`config.mk`:
```
export PLATFORM = sky130hd
export DESIGN_NAME = twpt_queue
export DESIGN_NICKNAME = d
export VERILOG_FILES = /design/src/rtl/twpt_pkg.sv /design/src/rtl/twpt_queue.sv
export SDC_FILE = /design/constraint.sdc
export NUM_CORES = 1
export LEC_CHECK = 0
export ABC_AREA = 1
export CAP_MARGIN = 20
export CORE_UTILIZATION = 61
export CTS_CLUSTER_SIZE = 20
export DETAILED_ROUTE_END_ITERATION = 6
export DONT_BUFFER_PORTS = 1
export PLACE_DENSITY = 0.77
export RECOVER_POWER = 100
export SLEW_MARGIN = 0
export SYNTH_ARGS = -nofsm -noshare
export SYNTH_HDL_FRONTEND = slang
export SYNTH_SLANG_ARGS = --single-unit
```
`constraint.sdc`:
```
create_clock -name clk -period 1.5 [get_ports clk]
set_input_delay 0.3 -clock clk [delete_from_list [all_inputs] [get_ports clk]]
set_output_delay 0.3 -clock clk [all_outputs]
set_load 0.03 [all_outputs]
```
`src/rtl/twpt_pkg.sv`:
```
package twpt_pkg;

  localparam int MAX_NODES_DEF     = 1024;
  localparam int ALPHABET_SIZE_DEF = 26;

  localparam int CMD_W    = 2;
  localparam int LETTER_W = 5;

  localparam logic [CMD_W-1:0] CMD_INSERT = 2'd0;
  localparam logic [CMD_W-1:0] CMD_SEARCH = 2'd1;
  localparam logic [CMD_W-1:0] CMD_PREFIX = 2'd2;
  localparam logic [CMD_W-1:0] CMD_NONE   = 2'd3;

  // Entries of the letter queue between front and back.
  localparam int QUEUE_DEPTH = 4;

  typedef struct packed {
    logic [CMD_W-1:0]    cmd;
    logic [LETTER_W-1:0] letter;
    logic                letter_ok;
    logic                last;
  } item_t;

endpackage

```
`src/rtl/twpt_queue.sv`:
```
module twpt_queue import twpt_pkg::*; (
  input  logic  clk,
  input  logic  rst,
  input  logic  push,
  input  item_t push_item,
  input  logic  pop,
  output logic  q_valid,
  output logic  q_full,
  output item_t q_item
);

  localparam int QW = $clog2(QUEUE_DEPTH);

  item_t       slots [QUEUE_DEPTH];
  logic [QW-1:0] wr_ptr;
  logic [QW-1:0] rd_ptr;
  logic [QW:0]   count;

  assign q_valid = (count != '0);
  assign q_full  = (count == (QW+1)'(QUEUE_DEPTH));
  assign q_item  = slots[rd_ptr];

  always_ff @(posedge clk) begin
    if (push) begin
      slots[wr_ptr] <= push_item;
    end
  end

  always_ff @(posedge clk) begin
    if (rst) begin
      wr_ptr <= '0;
      rd_ptr <= '0;
      count  <= '0;
    end else begin
      if (push) begin
        wr_ptr <= (wr_ptr == QW'(QUEUE_DEPTH-1)) ? '0 : wr_ptr + 1'b1;
      end
      if (pop) begin
        rd_ptr <= (rd_ptr == QW'(QUEUE_DEPTH-1)) ? '0 : rd_ptr + 1'b1;
      end
      if (push && !pop) begin
        count <= count + 1'b1;
      end else if (pop && !push) begin
        count <= count - 1'b1;
      end
    end
  end

endmodule

```
==> results.py, run 1 <==
metrics = {
    "logic_synthesis": {
        "synth.most_common_cell": "edfxtp_1",
        "async_reset_ff_share_pct": 0,
        "ys_ff_latch": 45,
        "avgSynthCellArea_um2": 13.0,
        "netlist.area_leader.share_pct": 56.9,
        "ys_types": 20,
        "syn_area_um2": 1900,
        "syn_inst": 146,
        "synth-edff-count": 36,
        "yosys_warnings": 0,
        "synthTopCellsByArea": "edfxtp_1, dfxtp_1, o22ai_2",
        "ys_seq_area_share_pct": 66.4,
        "synth_flop_cell": "edfxtp_1",
        "synth_common_cells": "edfxtp_1, o21ai_0, nor2_1",
        "synthesis.nets": 166,
        "synth_largest_area_cell": "edfxtp_1",
    },
    "placed_design": {
        "pre_cts_slack_ns": -0.0176,
        "port_buffers": 0,
        "gp_congestion": 0.683,
        "dp_hpwl_um": 2120,
        "dpl_cell_area_um2": 2020,
    },
    "routing": {
        "drt_iter0_markers": 41,
        "route.vias.total": 1146,
        "dr.pass1.iters": 4,
        "via_per_inst": 5.67,
        "wl_per_cell_um": 16.5,
        "drt-total-wl_um": 3330,
        "drc": 0,
        "final_antenna_net_count": 0,
    },
    "global_routing": {
        "antenna_found_initial": 0,
        "track_usage_pct": 21.4,
        "grt_start_max_net_pins": 20,
        "grt_pass1_wl_um": 4960,
        "grt_overflow": 0,
        "grt_pass1_vias": 1125,
    },
    "cts": {
        "clk_pin_slew_ns": 0.13,
        "post_cts_buffers": 0,
        "htree_num_levels": 2,
        "clkSinkCount": 45,
        "clk_latency_ns": 0.36,
        "root_buffer": "clkbuf_4",
        "cts_tree": "done",
        "cts-buffers-inserted": 5,
        "clk_path_buf_depth": 2,
    },
    "setup_path": {
        "reg2reg_depth": 7,
        "arrival_ns": 1.38,
        "start_kind": "flop",
        "critical_path_class": "reg2out",
        "timing.rr.start": "count[0]",
        "worstPathRequired_ns": 1.20,
        "critPathMaxFanout": 19,
        "end_kind": "primary output",
        "rrSetupSlack_ns": 0.16,
        "worst_r2r_endpoint": "count[2]",
        "crit_end": "q_item[8]",
    },
    "power_and_ir_drop": {
        "cellPowerDensity_nw_per_um2": 1200,
        "p_leak_nw": 0.856,
        "intPower_mw": 1.93,
        "clkPwrFrac_pct": 26.7,
        "sw_frac_of_total_pct": 26.9,
        "p_seq_share_pct": 55.2,
        "combPwrFrac_pct": 18.1,
        "power.switching_mw": 0.709,
        "finalPower_mw": 2.63,
        "irDropWorstVdd_mv": 1.01,
    },
    "floorplan": {
        "die_y_um": 57.8,
        "core_um2": 2850,
        "boundaryPins": 24,
        "fp.dieW_um": 57.8,
        "dieArea_um2": 3340,
        "initial_utilization_pct": 66.6,
        "rows": 19,
    },
    "sta": {
        "setup_slack_ns": -0.178,
        "setup_viol": 9,
        "period_share_pct": 112,
        "drv_slew": 0,
        "finalCriticalPeriod_ns": 1.68,
        "slew_headroom_pct": 72.1,
        "fin_skew_ns": 0.0127,
        "timing.fmax_mhz": 596,
        "hold_viol": 0,
        "worstMarginPinSlew_ns": 0.418,
        "rsz0062_at_grt": "yes",
    },
    "cells_and_area": {
        "nets": 190,
        "syn_to_final_growth_pct": 15.9,
        "n_antenna_cell": 0,
        "fin_util_pct": 77.2,
        "fillers": 191,
        "drive_above_1_share_pct": 26.9,
        "fin_area_um2": 2200,
    },
    "run_status": {
        "outcome": "finished with violations",
        "violations": "setup timing",
    },
    "worst_hold_path": {
        "min_path_type": "in2reg",
    },
    "run": {
        "drv_cap": 0,
    },
}
-- kinds of logic after synthesis --
family / after synthesis / share of synthesized area [%]
compound gates: 33 / 12.6
xor+xnor: 1 / 0.461
fa+ha+maj: 7 / 5.01
buf+inv: 19 / 5.80
flops: 45 / 66.4
simple gates: 41 / 9.68
-- worst min-delay path by stage --
stage	endpoint	cells after the start	start	slack [ns]
after global placement	count[0]	1	rst	0.37
final	slots[2][0]	0	push_item[0]	0.04
after CTS	slots[3][8]	0	push_item[8]	0.01
after floorplan	count[0]	1	rst	0.37
after global routing	slots[0][0]	0	push_item[0]	0.005
after detailed placement	count[0]	1	rst	0.38
-- final cells by class --
type	count	area (um2)	share of cell area, %
Inverter	16	78.8	3.58
Multi-Input combinational cell	82	537	24.4
Clock inverter	1	7.51	0.341
Sequential cell	45	1260	57.3
Clock buffer	7	76.3	3.47
Tap cell	31	38.8	1.76
Timing Repair Buffer	20	201	9.15
-- metrics by stage --
| stage | instances | hold slack [ns] | setup TNS, ns |
|---|---|---|---|
| finish | 202 | 0.0382 | -1.38 |
| global route | 202 | 0.00495 | -2.00 |
| CTS | 196 | 0.0127 | -1.57 |
| detailed placement | 187 | 0.376 | -0.0176 |
| global placement | 187 | 0.374 | 0 |
| floorplan | 146 | 0.372 | 0 |
-- repair_timing --
item,4_1_cts,5_1_grt
setup endpoints to repair,9,10
resized for setup,15,5
hold endpoints to repair,3,19
pin swaps,0,0
hold buffers,1,6
cloned,0,0
-- power groups by stage --
stage	sequential (mW)	clock [mW]	combinational, mW
floorplan	1.47	0	0.314
global placement	1.47	0	0.411
detailed placement	1.48	0	0.434
CTS	1.45	0.715	0.454
global route	1.46	0.773	0.509
finish	1.45	0.704	0.477
-- registers in the layout, summed over array words and instances, names as in the netlist, named ones only --
name	flops
slots	36
count	3
rd_ptr	2
wr_ptr	2
-- layer usage --
layer / wire [um] / vias up / track usage (%)
met4: 31 / 0 / 10.2
met3: 204 / 2 / 8.26
met2: 1810 / 44 / 37.9
met1: 1280 / 541 / 22.1
li1: - / 559 / -
met5: 0 / - / 0
-- critical path: stages (launching register included) --
cell	delay [ns]
dfxtp_2	0.36
buf_12	0.17
inv_16	0.07
o21ai_1	0.15
o22ai_2	0.09
buf_4	0.18
-- cells in the final DEF (no fill, tap or decap), drive strengths merged --
master       instances
inv                 16
clkinvlp             1
dlygate4sd3          7
edfxtp              36
a21oi                3
o21ai               21
ha                   6
dfxtp                9
nand3                1
fa                   1
nand2                9
nand4                1
nor3                 3
clkbuf               8
o22ai                9
nor2                27
xor2                 1
buf                 12
Note: power is estimated with default switching activity, not from simulation.
==> run 2: changes to the inputs <==
- ABC_AREA: 1 -> not set
==> run 2 against run 1 <==
  * The run still ends with setup timing left
  * Global-route usage down 3.0 points
  * Worst setup slack lost 0.11 ns
  * Largest power group unchanged
  * Highest routed layer unchanged
  * Wire length decreased by 26%
==> results.py, run 2 <==
metrics = {
    "global_routing": {
        "grt_pass1_vias": 839,
        "antenna_found_initial": 0,
        "grt_pass1_wl_um": 3980,
        "grt_overflow": 0,
        "grt_start_max_net_pins": 16,
        "track_usage_pct": 18.4,
    },
    "routing": {
        "drt-total-wl_um": 2470,
        "route.vias.total": 843,
        "via_per_inst": 5.90,
        "final_antenna_net_count": 0,
        "dr.pass1.iters": 4,
        "wl_per_cell_um": 17.2,
        "drt_iter0_markers": 13,
        "drc": 0,
    },
    "placed_design": {
        "dp_hpwl_um": 1660,
        "gp_congestion": 0.644,
        "port_buffers": 0,
    },
    "cts": {
        "clk_path_buf_depth": 2,
        "clkSinkCount": 45,
        "root_buffer": "clkbuf_4",
        "clk_latency_ns": 0.35,
        "htree_num_levels": 2,
        "clk_pin_slew_ns": 0.13,
        "cts_tree": "done",
        "cts-buffers-inserted": 5,
    },
    "setup_path": {
        "critPathMaxFanout": 9,
        "timing.rr.start": "count[0]",
        "start_kind": "flop",
        "critical_path_class": "reg2out",
        "end_kind": "primary output",
        "arrival_ns": 1.48,
        "worstPathRequired_ns": 1.20,
        "reg2reg_depth": 4,
        "worst_r2r_endpoint": "count[2]",
        "crit_end": "q_item[0]",
        "rrSetupSlack_ns": 0.06,
    },
    "power_and_ir_drop": {
        "irDropWorstVdd_mv": 1.14,
        "p_leak_nw": 0.706,
        "cellPowerDensity_nw_per_um2": 1190,
    },
    "sta": {
        "worstMarginPinSlew_ns": 0.236,
        "rsz0062_at_grt": "yes",
        "setup_viol": 9,
        "hold_viol": 0,
        "drv_slew": 0,
        "finalCriticalPeriod_ns": 1.78,
        "slew_headroom_pct": 84.2,
        "timing.fmax_mhz": 561,
        "tns_ns": -2.47,
        "fin_skew_ns": 0.00673,
        "setup_slack_ns": -0.284,
        "period_share_pct": 119,
    },
    "logic_synthesis": {
        "netlist.area_leader.share_pct": 62.1,
        "synth-edff-count": 36,
        "ys_seq_area_share_pct": 72.4,
        "synthTopCellsByArea": "edfxtp_1, mux4_2, dfxtp_1",
        "ys_ff_latch": 45,
        "ys_types": 16,
        "synth.most_common_cell": "edfxtp_1",
        "avgSynthCellArea_um2": 19.1,
        "syn_inst": 91,
        "syn_area_um2": 1740,
        "async_reset_ff_share_pct": 0,
        "yosys_warnings": 0,
        "synthesis.nets": 111,
        "synth_common_cells": "edfxtp_1, dfxtp_1, mux4_2",
        "synth_largest_area_cell": "edfxtp_1",
        "synth_flop_cell": "edfxtp_1",
    },
    "floorplan": {
        "boundaryPins": 24,
        "core_um2": 2730,
        "die_y_um": 55.4,
        "initial_utilization_pct": 63.7,
        "dieArea_um2": 3070,
        "rows": 19,
        "fp.dieW_um": 55.4,
    },
    "cells_and_area": {
        "n_antenna_cell": 0,
        "drive_above_1_share_pct": 31.3,
        "mostFrequentLayoutCells": "edfxtp_1, mux4_2, nor2_1, dlygate4sd3_1, buf_4",
        "fillers": 155,
        "fin_util_pct": 73.5,
        "nets": 131,
        "top_regs": "slots: 36 flops, count: 3 flops",
        "largest_reg_flops": 36,
        "final_common_cell": "edfxtp_1",
        "top_register": "slots",
        "syn_to_final_growth_pct": 15.4,
    },
    "run_status": {
        "violations": "setup timing",
        "outcome": "finished with violations",
    },
    "run": {
        "drv_cap": 0,
    },
    "worst_hold_path": {
        "min_path_type": "in2reg",
    },
}
-- run 2: what timing repair did --
action	CTS	global route
hold buffers	1	6
endpoints found under the hold margin	9	19
buffers inserted	0	0
pin swaps	0	1
setup endpoints to repair	10	11
gates resized for setup	3	4
-- run 2: critical path, cell delays in order, from the launching register on --
cell and delay (ns):
dfxtp_2 0.36, buf_12 0.14, mux4_2 0.62
-- run 2: cells by family (layout without fill, tap and decap cells) --
kind of cell / after synthesis / in the layout / share of synthesized area, %
DFF: 45 / 45 / 72.4
and+or+nand+nor: 15 / 15 / 4.53
muxes: 13 / 13 / 13.9
adders and majority gates: 7 / 7 / 5.46
buffers and inverters: 6 / 27 / 1.80
AOI/OAI and AO/OA: 3 / 3 / 0.862
xor gates and xnor gates: 2 / 2 / 1.01
-- run 2: final cells by class --
cell class	count	area, um2	area share (%)
Clock buffer	5	37.5	1.87
Clock inverter	3	21.3	1.06
Inverter	4	15.0	0.747
Multi-Input combinational cell	40	474	23.6
Sequential cell	45	1270	63.1
Tap cell	31	38.8	1.93
Timing Repair Buffer	15	155	7.72
-- run 2: stage by stage --
step	hold slack [ns]	instance area (um2)	cells	worst slack (ns)	total power, mW
2_1_floorplan	0.369	1760	91	0.00474	1.74
3_3_place_gp	0.371	1860	128	-0.00182	1.80
3_5_place_dp	0.376	1860	128	-0.0485	1.82
4_1_cts	0.00884	1940	137	-0.312	2.40
5_1_grt	0.000361	2010	143	-0.355	2.50
6_report	0.0323	2010	143	-0.284	2.39
-- run 2: power breakdown --
group	internal [mW]	total (mW)	leakage [nW]	switching [mW]
registers	1.42	1.46	0.407	0.0387
clock network	0.186	0.570	0.0316	0.385
logic	0.154	0.359	0.268	0.204
total	1.76	2.39	0.706	0.628
-- run 2: layer usage --
metal | wire length [um] | global-route usage [%] | up-vias
met2 | 1290 | 30.3 | 25
met1 | 964 | 20.6 | 422
met3 | 167 | 8.67 | 6
li1 | - | - | 390
met5 | 0 | 0 | -
met4 | 44 | 7.50 | 0
-- run 2: how the worst min path moves through the flow --
stage | startpoint | end | slack (ns) | depth (start not counted)
finish | push_item[2] | slots[1][2] | 0.03 | 0
global route | push_item[6] | slots[2][6] | 0.0004 | 0
CTS | push_item[4] | slots[0][4] | 0.009 | 0
detailed placement | rst | wr_ptr[1] | 0.38 | 1
global placement | rst | count[2] | 0.37 | 1
floorplan | rst | count[2] | 0.37 | 1
